<file path="src/dck_pkg.sv">
// ----------------------------------------------------------------------------
// dck_pkg
// Shared types, constants and keymap ROM for the drum chord key unit.
// ----------------------------------------------------------------------------
package dck_pkg;

   localparam int NumPadsDef    = 9;
   localparam int MaxStrokesDef = 4;
   localparam int MapEntriesDef = 61;
   localparam int PadRows       = 9;
   localparam int RomRows       = 64;

   localparam logic [7:0] StatusNoteOn = 8'h90;
   localparam logic [7:0] StatusMask   = 8'hf0;
   localparam logic [7:0] ByteTick     = 8'hf8;

   localparam logic [6:0] StrokeThrRst = 7'd5;
   localparam logic [7:0] HitThrRst    = 8'd15;
   localparam logic [7:0] TickLimRst   = 8'd5;

   localparam logic [1:0] RegStrokeThr = 2'd0;
   localparam logic [1:0] RegHitThr    = 2'd1;
   localparam logic [1:0] RegTickLim   = 2'd2;

   localparam logic [9:0] MBd  = 10'h001;
   localparam logic [9:0] MHh  = 10'h002;
   localparam logic [9:0] MHhc = 10'h004;
   localparam logic [9:0] MCr  = 10'h008;
   localparam logic [9:0] MSn  = 10'h010;
   localparam logic [9:0] MSt  = 10'h020;
   localparam logic [9:0] MRi  = 10'h040;
   localparam logic [9:0] MFt  = 10'h080;
   localparam logic [9:0] MHf  = 10'h100;
   localparam logic [9:0] MBad = 10'h200;

   typedef enum logic [1:0] {
      PH_STATUS,
      PH_KEY,
      PH_VEL
   } phase_type;

   typedef enum logic [2:0] {
      ST_IDLE,
      ST_TICK,
      ST_SCAN,
      ST_OUT
   } state_type;

   typedef struct packed {
      logic        len2;
      logic [9:0]  chord0;
      logic [9:0]  chord1;
      logic [15:0] key;
      logic        shift;
   } rom_row_type;

   typedef struct packed {
      logic start_tick;
      logic scan_clear;
      logic scan_step;
      logic close;
   } dck_cmd_type;

   typedef struct packed {
      logic close_due;
      logic scan_hit;
      logic scan_last;
      logic overflow;
   } dck_sts_type;

   function automatic logic [7:0] pad_key(input int i);
      logic [7:0] k;
      case (i)
         0: k = 8'h21;
         1: k = 8'h2e;
         2: k = 8'h2a;
         3: k = 8'h31;
         4: k = 8'h28;
         5: k = 8'h30;
         6: k = 8'h3b;
         7: k = 8'h2f;
         8: k = 8'h2c;
         default: k = 8'h00;
      endcase
      return k;
   endfunction

   function automatic rom_row_type pair_row(input logic [9:0] ch, input logic [7:0] lo,
                                            input logic [7:0] up, input logic upper);
      rom_row_type r;
      r.len2   = upper;
      r.chord0 = ch;
      r.chord1 = upper ? ch : 10'h000;
      r.key    = {8'h00, upper ? up : lo};
      r.shift  = upper;
      return r;
   endfunction

   function automatic rom_row_type one_row(input logic [9:0] ch, input logic [15:0] k,
                                           input logic s);
      rom_row_type r;
      r.len2   = 1'b0;
      r.chord0 = ch;
      r.chord1 = 10'h000;
      r.key    = k;
      r.shift  = s;
      return r;
   endfunction

   function automatic logic [9:0] pair_chord(input logic [4:0] p);
      logic [9:0] c;
      case (p)
         5'd0:  c = MRi;
         5'd1:  c = MBd | MSn;
         5'd2:  c = MCr | MSn;
         5'd3:  c = MCr | MSt;
         5'd4:  c = MSn;
         5'd5:  c = MBd | MHf;
         5'd6:  c = MBd | MFt;
         5'd7:  c = MSn | MSt;
         5'd8:  c = MSt;
         5'd9:  c = MFt | MHf;
         5'd10: c = MHh | MFt;
         5'd11: c = MBd | MSt;
         5'd12: c = MHh | MSn;
         5'd13: c = MFt;
         5'd14: c = MCr;
         5'd15: c = MSn | MFt;
         5'd16: c = MBd | MSn | MHf;
         5'd17: c = MHf;
         5'd18: c = MCr | MRi;
         5'd19: c = MHh;
         5'd20: c = MHh | MCr;
         5'd21: c = MBd | MCr | MRi;
         5'd22: c = MBd | MHh | MRi;
         5'd23: c = MRi | MHf;
         5'd24: c = MBd | MSn | MFt;
         5'd25: c = MBd | MSn | MSt;
         default: c = 10'h000;
      endcase
      return c;
   endfunction

   // A row means empty when chord0 is zero.
   function automatic rom_row_type keymap(input logic [5:0] a);
      rom_row_type r;
      logic [7:0]  lo;
      r = '0;
      lo = 8'h61 + {3'd0, a[5:1]};
      if (a < 6'd52) begin
         r = pair_row(pair_chord(a[5:1]), lo, lo - 8'h20, a[0]);
      end else begin
         case (a)
            6'd52: r = one_row(MBd, 16'h0020, 1'b0);
            6'd53: r = one_row(MBd | MCr, 16'hff08, 1'b0);
            6'd54: r = one_row(MSn | MRi, 16'h002e, 1'b0);
            6'd55: r = one_row(MHh | MRi, 16'h002c, 1'b0);
            6'd56: r = one_row(MBd | MRi, 16'h0021, 1'b1);
            6'd57: r = one_row(MSt | MRi, 16'h003b, 1'b0);
            6'd58: r = one_row(MBd | MSn | MRi, 16'hff0d, 1'b0);
            default: r = '0;
         endcase
      end
      return r;
   endfunction

   function automatic logic [9:0] merge_hats(input logic [9:0] m);
      logic [9:0] r;
      if (m[1] && m[2])
         r = MBad;
      else if (m[2])
         r = (m & ~MHhc) | MHh;
      else
         r = m;
      return r;
   endfunction

endpackage

</file>
<file path="src/dck_ctrl.sv">
// ----------------------------------------------------------------------------
// dck_ctrl
// Sequencer: tick handling, keymap walk and result hand-off.
// ----------------------------------------------------------------------------
module dck_ctrl (
   input  logic                 clock,
   input  logic                 reset,
   input  logic                 tick_req,
   input  dck_pkg::dck_sts_type sts,
   input  logic                 out_taken,
   output dck_pkg::dck_cmd_type cmd,
   output logic                 busy,
   output logic                 out_valid
);
   import dck_pkg::*;

   state_type state_ff, state_in;

   always_ff @(posedge clock) begin
      if (reset) begin
         state_ff <= ST_IDLE;
      end else begin
         state_ff <= state_in;
      end
   end

   always_comb begin
      state_in = state_ff;
      case (state_ff)
         ST_IDLE: begin
            if (tick_req) state_in = ST_TICK;
         end
         ST_TICK: begin
            if (sts.close_due) state_in = sts.overflow ? ST_OUT : ST_SCAN;
            else state_in = ST_IDLE;
         end
         ST_SCAN: begin
            if (sts.scan_hit || sts.scan_last) state_in = ST_OUT;
         end
         ST_OUT: begin
            if (out_taken) state_in = ST_IDLE;
         end
         default: state_in = ST_IDLE;
      endcase
   end

   always_comb begin
      cmd       = '0;
      busy      = 1'b1;
      out_valid = 1'b0;
      case (state_ff)
         ST_IDLE: begin
            busy = 1'b0;
            cmd.start_tick = tick_req;
         end
         ST_TICK: begin
            cmd.scan_clear = 1'b1;
         end
         ST_SCAN: begin
            cmd.scan_step = 1'b1;
         end
         ST_OUT: begin
            out_valid = 1'b1;
            cmd.close = out_taken;
         end
         default: busy = 1'b1;
      endcase
   end

endmodule

</file>
<file path="src/dck_dpath.sv">
// ----------------------------------------------------------------------------
// dck_dpath
// MIDI parser, pad levels, stroke store, tick counter and keymap matcher.
// ----------------------------------------------------------------------------
module dck_dpath #(
   parameter int NUM_PADS    = dck_pkg::NumPadsDef,
   parameter int MAX_STROKES = dck_pkg::MaxStrokesDef,
   parameter int MAP_ENTRIES = dck_pkg::MapEntriesDef
) (
   input  logic                 clock,
   input  logic                 reset,
   input  logic                 byte_valid,
   input  logic [7:0]           midi_byte,
   input  logic                 csr_we,
   input  logic [1:0]           csr_index,
   input  logic [7:0]           csr_wdata,
   input  dck_pkg::dck_cmd_type cmd,
   output dck_pkg::dck_sts_type sts,
   output logic                 tick_req,
   output logic [23:0]          rsp_data
);
   import dck_pkg::*;

   localparam int SW = $clog2(MAX_STROKES + 1);
   localparam int IW = (MAX_STROKES > 1) ? $clog2(MAX_STROKES) : 1;
   localparam int NP = (NUM_PADS < PadRows) ? NUM_PADS : PadRows;
   localparam int ME = (MAP_ENTRIES < RomRows) ? MAP_ENTRIES : RomRows;

   logic [6:0]  stroke_thr_ff;
   logic [7:0]  hit_thr_ff, tick_lim_ff;
   phase_type   phase_ff;
   logic [7:0]  held_key_ff;
   logic [7:0]  level_ff [NUM_PADS];
   logic [7:0]  tick_cnt_ff;
   logic [9:0]  mask_ff [MAX_STROKES];
   logic [SW-1:0] scount_ff;
   logic        ovf_ff;
   logic        due_ff;
   logic [5:0]  addr_ff;
   logic        found_ff;
   logic [5:0]  idx_ff;
   logic [15:0] key_ff;
   logic        shift_ff;

   logic        pending;
   logic [9:0]  chord_m;
   logic [7:0]  tick_base;
   logic        scount_nz_new;
   rom_row_type row;
   logic        hit;
   logic [7:0]  thr8;

   assign thr8     = {1'b0, stroke_thr_ff};
   assign tick_req = byte_valid && (phase_ff == PH_STATUS) && (midi_byte == ByteTick);

   always_comb begin
      pending = 1'b0;
      chord_m = '0;
      for (int i = 0; i < NP; i++) begin
         if ((level_ff[i] >> 1) < thr8 && level_ff[i] >= thr8) pending = 1'b1;
         if (level_ff[i] >= thr8) chord_m[i] = 1'b1;
      end
   end

   assign tick_base     = (pending && scount_ff == '0) ? 8'd0 : tick_cnt_ff;
   assign scount_nz_new = pending || (scount_ff != '0);

   assign row = keymap(addr_ff);
   always_comb begin
      hit = (row.chord0 != '0) && (row.len2 ? (scount_ff == SW'(2)) : (scount_ff == SW'(1)))
            && (merge_hats(mask_ff[0]) == row.chord0);
      if (row.len2 && MAX_STROKES > 1)
         hit = hit && (merge_hats(mask_ff[IW'(1)]) == row.chord1);
   end

   assign sts.close_due = due_ff;
   assign sts.scan_hit  = hit;
   assign sts.scan_last = (addr_ff == 6'(ME - 1));
   assign sts.overflow  = ovf_ff;
   assign rsp_data      = {shift_ff, key_ff, idx_ff, found_ff};

   always_ff @(posedge clock) begin
      if (reset) begin
         stroke_thr_ff <= StrokeThrRst;
         hit_thr_ff    <= HitThrRst;
         tick_lim_ff   <= TickLimRst;
         phase_ff      <= PH_STATUS;
         held_key_ff   <= '0;
         tick_cnt_ff   <= '0;
         scount_ff     <= '0;
         ovf_ff        <= 1'b0;
         due_ff        <= 1'b0;
         for (int i = 0; i < NUM_PADS; i++) level_ff[i] <= '0;
      end else begin
         if (csr_we) begin
            case (csr_index)
               RegStrokeThr: stroke_thr_ff <= csr_wdata[6:0];
               RegHitThr:    hit_thr_ff    <= csr_wdata;
               RegTickLim:   tick_lim_ff   <= csr_wdata;
               default: ;
            endcase
         end
         if (byte_valid) begin
            case (phase_ff)
               PH_KEY: begin
                  held_key_ff <= midi_byte;
                  phase_ff    <= PH_VEL;
               end
               PH_VEL: begin
                  phase_ff <= PH_STATUS;
                  if (midi_byte >= hit_thr_ff) begin
                     for (int i = NP - 1; i >= 0; i--)
                        if (pad_key(i) == held_key_ff) level_ff[i] <= midi_byte;
                  end
               end
               default: begin
                  phase_ff <= ((midi_byte & StatusMask) == StatusNoteOn) ? PH_KEY : PH_STATUS;
               end
            endcase
         end
         if (cmd.start_tick) begin
            if (pending) begin
               if (scount_ff < SW'(MAX_STROKES)) begin
                  mask_ff[scount_ff[IW-1:0]] <= chord_m;
                  scount_ff <= scount_ff + SW'(1);
               end else begin
                  ovf_ff <= 1'b1;
               end
               for (int i = 0; i < NUM_PADS; i++) level_ff[i] <= '0;
            end else begin
               for (int i = 0; i < NUM_PADS; i++) level_ff[i] <= level_ff[i] >> 1;
            end
            tick_cnt_ff <= tick_base + 8'd1;
            due_ff <= (tick_base > tick_lim_ff) && scount_nz_new;
         end
         if (cmd.scan_clear) begin
            addr_ff  <= '0;
            found_ff <= 1'b0;
            idx_ff   <= '0;
            key_ff   <= '0;
            shift_ff <= 1'b0;
         end
         if (cmd.scan_step) begin
            if (hit) begin
               found_ff <= 1'b1;
               idx_ff   <= addr_ff;
               key_ff   <= row.key;
               shift_ff <= row.shift;
            end
            addr_ff <= addr_ff + 6'd1;
         end
         if (cmd.close) begin
            scount_ff   <= '0;
            ovf_ff      <= 1'b0;
            tick_cnt_ff <= '0;
            due_ff      <= 1'b0;
            for (int i = 0; i < NUM_PADS; i++) level_ff[i] <= '0;
         end
      end
   end

endmodule

</file>
<file path="src/drum_chord_sequence_to_key_unit.sv">
// ----------------------------------------------------------------------------
// drum_chord_sequence_to_key_unit
// Turns a MIDI drum stream into key codes by chord sequence lookup.
// ----------------------------------------------------------------------------
// A tick also holds off the next byte while the unit checks whether the tick
// closes a sentence and clears the previous lookup result. A tick that closes
// a sentence then walks the keymap ROM one row per cycle (up to MAP_ENTRIES
// rows, at most 64, 61 by default) and holds the result beat until it is
// taken; no byte is accepted during that walk or while the result waits.
// An overlong sentence skips the walk.
module drum_chord_sequence_to_key_unit #(
   parameter int NUM_PADS    = dck_pkg::NumPadsDef,
   parameter int MAX_STROKES = dck_pkg::MaxStrokesDef,
   parameter int MAP_ENTRIES = dck_pkg::MapEntriesDef
) (
   input  logic        clock,
   input  logic        reset,
   input  logic        req_tvalid,
   output logic        req_tready,
   input  logic [7:0]  req_tdata,   // midi_byte
   output logic        rsp_tvalid,
   input  logic        rsp_tready,
   output logic [23:0] rsp_tdata,   // found, entry_index[6], keysym[16], shift
   input  logic        csr_we,
   input  logic [1:0]  csr_index,
   input  logic [7:0]  csr_wdata
);
   import dck_pkg::*;

   dck_cmd_type cmd;
   dck_sts_type sts;
   logic        busy, tick_req, byte_valid;

   assign req_tready = !busy;
   assign byte_valid = req_tvalid && req_tready;

   dck_ctrl u_ctrl (
      .clock(clock), .reset(reset), .tick_req(tick_req), .sts(sts),
      .out_taken(rsp_tready), .cmd(cmd), .busy(busy), .out_valid(rsp_tvalid)
   );

   dck_dpath #(
      .NUM_PADS(NUM_PADS), .MAX_STROKES(MAX_STROKES), .MAP_ENTRIES(MAP_ENTRIES)
   ) u_dpath (
      .clock(clock), .reset(reset), .byte_valid(byte_valid), .midi_byte(req_tdata),
      .csr_we(csr_we), .csr_index(csr_index), .csr_wdata(csr_wdata),
      .cmd(cmd), .sts(sts), .tick_req(tick_req), .rsp_data(rsp_tdata)
   );

endmodule

</file>
<file path="config.mk">
export PLATFORM = sky130hd
export DESIGN_NAME = drum_chord_sequence_to_key_unit
export DESIGN_NICKNAME = d
export VERILOG_FILES = /design/src/dck_pkg.sv /design/src/dck_ctrl.sv /design/src/dck_dpath.sv /design/src/drum_chord_sequence_to_key_unit.sv
export SDC_FILE = /design/constraint.sdc
export NUM_CORES = 1
export LEC_CHECK = 0
export BUFFER_PORTS_ARGS = -buffer_cell sky130_fd_sc_hd__buf_2
export CORE_MARGIN = 2
export CORE_UTILIZATION = 35
export DETAILED_ROUTE_END_ITERATION = 10
export PLACE_DENSITY = 0.46
export SLEW_MARGIN = 20
export SYNTH_ARGS = -nofsm -noshare
export SYNTH_HDL_FRONTEND = slang
export SYNTH_SLANG_ARGS = --single-unit
</file>
<file path="constraint.sdc">
create_clock -name clock -period 9.1 [get_ports clock]
set_input_delay 0.455 -clock clock [delete_from_list [all_inputs] [get_ports clock]]
set_output_delay 0.455 -clock clock [all_outputs]
set_load 0.03 [all_outputs]
</file>
==> results.yml <==
worst_hold_path:
  hp-class: "in -> reg"
  min_to: "u_dpath.tick_lim_ff[7]"
  min_path_cells: 3
  holdCritStartpoint: "csr_wdata[7]"
critical_path:
  cp_slowest_cell: "nor4_1"
  critPathMaxStageDelay_ns: 0.68
  path_class: "reg -> reg"
  worstSetupStartpointType: "register"
  required_ns: 9.43
  reg2reg_depth: 17
  crit_family: "compound AO/OA/AOI/OAI gates"
  crit_fanout: 22
  rrSetupSlack_ns: 4.44
  cp_cell_sequence: "inv_1 -> ha_1 -> a21o_1 -> a211oi_1 -> o21ai_0 -> nor4b_1 -> nor4_1 -> a31o_2 -> and2_1 -> ha_1 -> nor2b_1 -> o21ai_0 -> nand2b_1 -> a21oi_1 -> o21ai_0 -> o2111ai_1 -> o21ai_0"
  cp.arrival_ns: 4.98
  crit_top_cell: "o21ai_0"
  end_kind: "register"
  r2r_start: "u_dpath.stroke_thr_ff[5]"
  r2r_end: "u_dpath.due_ff"
  crit_buf_inv: 1
  path_depth: 17
logic_synthesis:
  ys_seq_area_frac: 0.4211
  async_reset_ff_frac: 0
  ys_ff_latch: 176
  syn-num-nets: 1315
  ys_top_cells_by_area: "edfxtp_1, ha_1, dfxtp_1, a21o_1, a21oi_1"
  yosysTopAreaCell: "edfxtp_1"
  synth_top_area_share: 0.3211
  yosys.cell_count.top_type: "ha_1"
  ys.flop_type: "edfxtp_1"
  netlist_area_sq_um: 11220
  synth_compound_area_frac: 0.1799
  synthMuxAreaShare: 0.01907
  syn_avg_cell_area_sq_um: 9.886
  synth_edf_count: 120
  synth_cell_types: 67
  synthTopCellsByCount: "ha_1, edfxtp_1, inv_1, nand2_1"
  synthXorXnorAreaFrac: 0.01561
  syn_inst: 1135
  synth_top_family_by_area: "compound AO/OA/AOI/OAI gates"
  synthAdderAreaFrac: 0.1751
  ys_warn_count: 0
  synth-simple-area-share: 0.1409
finish:
  fin_nets: 1347
  drive_gt1_frac: 0.09492
  area_growth_pct: 10.84
  fin_cells: 1582
  diodes: 0
clock_tree:
  cts_num_sinks: 176
  cts_tree: "yes"
  htreeDepth: 4
  cts_inserted_buffers: 17
  post-cts-setup-buffers: 0
  post_cts_resized: 0
  clock_path_buffers: 2
  cts_hold_buf: 0
  root_buffer: "clkbuf_16"
  cts.reportedPaths.clkPinSlew_ns: 0.08
  insertion_delay_ns: 0.44
die:
  dieArea_sq_um: 33510
  initial_core_util: 0.3556
  pin_count: 49
  core_area_sq_um: 31560
  die_w_um: 183.1
  rows: 65
  die_h_um: 183.1
sta:
  rsz0062_at_grt: "no"
  worst_pin_slew_ns: 0.9498
  min_period_over_period: 0.5117
  slew_violations: 0
  relSlewSlack: 0.3487
  finalSetupViolCount: 0
  timing.fmax_ghz: 0.2148
  finalClockSkew_ns: 0.01616
  min_period_ns: 4.656
  timing.hold.ws_ns: 0.2862
  hold_violations: 0
  timing.final.ws_setup_ns: 4.444
  finalSetupTns_ns: 0
grt:
  antenna_found_initial: 0
  overflow: 0
  grt_usage: 0.1768
  grt_pass1_vias: 8066
  grt_max_degree: 37
  grt_pass1_wl_um: 45820
pwr:
  p_leak_nw: 5.431
  peakVddDrop_mv: 0.1274
  power_density_nw_per_um2: 148.8
job:
  cap_violations: 0
route:
  first_pass_iters: 6
  route.antenna.remaining_nets: 0
  drc: 0
  drt-initial-drc-count: 446
  wl_per_cell_um: 18.14
  routed_wl_um: 28690
  vias_per_cell: 5.221
  vias: 8260
placed_design:
  place.port_buffers: 48
  dpl_worst_slack_ns: 4.367
  dp.cells: 1550
  gp_congestion: 0.7687
  hpwlAfterDp_um: 20170
run_status:
  status: "completed"
## metal layers
| layer | track usage | vias to the layer above | part of all wire |
|---|---|---|---|
| met5 | 0 | - | 0 |
| met4 | 0.04608 | 0 | 0.0098 |
| met3 | 0.02502 | 19 | 0.025 |
| li1 | - | 4205 | - |
| met2 | 0.2948 | 110 | 0.46 |
| met1 | 0.2410 | 3926 | 0.50 |
## state kept, by name, summed over array words and instances, names as in the netlist, 2 cells and up, named ones only
name                   cells
u_ctrl.state_ff            2
u_dpath.addr_ff            6
u_dpath.held_key_ff        8
u_dpath.hit_thr_ff         8
u_dpath.idx_ff             6
u_dpath.key_ff            16
u_dpath.level_ff          72
u_dpath.mask_ff           18
u_dpath.phase_ff           2
u_dpath.scount_ff          3
u_dpath.stroke_thr_ff      7
u_dpath.tick_cnt_ff        8
u_dpath.tick_lim_ff        8
## metrics by stage
stage	total power, W	utilization	cell area (sq um)
floorplan	0.001064	-	11220
global placement	0.001131	0.3756	11850
detailed placement	0.001133	0.3758	11860
CTS	0.001875	0.3941	12440
global route	0.001930	0.3941	12440
finish	0.001851	0.3941	12440
## layout by cell type (no fill, tap or decap), types with 6 or more instances in the layout
master	instances
nand2b_1	12
mux2i_1	18
o21a_1	12
nor2b_1	15
inv_1	88
o211ai_1	6
nand2_1	88
a21o_1	67
nand3b_1	21
edfxtp_1	120
a31oi_1	13
xnor2_1	10
nor2_1	54
buf_2	48
o21ai_0	44
and3_1	7
nand4_1	6
and2_1	19
dfxtp_1	56
a21boi_0	6
o21ai_1	49
buf_4	12
ha_1	157
nor3_1	11
clkbuf_16	19
o2111ai_1	6
a211o_1	6
a21oi_1	67
or2_2	6
a211oi_1	9
nand3_1	41
xor2_1	10
## final cells by class
cell class / count / area (sq um)
Inverter: 89 / 334.1
Timing Repair Buffer: 60 / 330.3
Clock inverter: 11 / 86.33
Tap cell: 402 / 503.0
Fill cell: 3117 / 19120
Multi-Input combinational cell: 823 / 5966
Clock buffer: 21 / 493.0
Sequential cell: 176 / 4725
## how the worst max path moves through the flow
stage / start / end
2_1_floorplan: u_dpath.stroke_thr_ff[5] / u_dpath.due_ff
3_3_place_gp: u_dpath.stroke_thr_ff[1] / u_dpath.due_ff
3_5_place_dp: u_dpath.stroke_thr_ff[1] / u_dpath.due_ff
4_1_cts: u_dpath.stroke_thr_ff[1] / u_dpath.due_ff
5_1_grt: u_dpath.stroke_thr_ff[5] / u_dpath.tick_cnt_ff[6]
6_report: u_dpath.stroke_thr_ff[5] / u_dpath.due_ff
## power by group
group          switching (W)  internal (W)
registers          0.0000213      0.000884
clock network       0.000341      0.000395
logic               0.000129     0.0000800
## worst min-delay path, stage by stage
cell	delay, ns
buf_2	0.11
mux2i_1	0.07
nor2_1	0.07
## cells by family (layout without fill, tap and decap cells)
| group | Yosys count | after routing |
|---|---|---|
| flops | 176 | 176 |
| compound gates | 317 | 317 |
| fa+ha+maj | 157 | 157 |
| mux | 21 | 21 |
| xor+xnor | 20 | 20 |
| buf+inv | 136 | 181 |
| simple gates | 308 | 308 |
No activity file was read; power rests on OpenSTA's default activity.
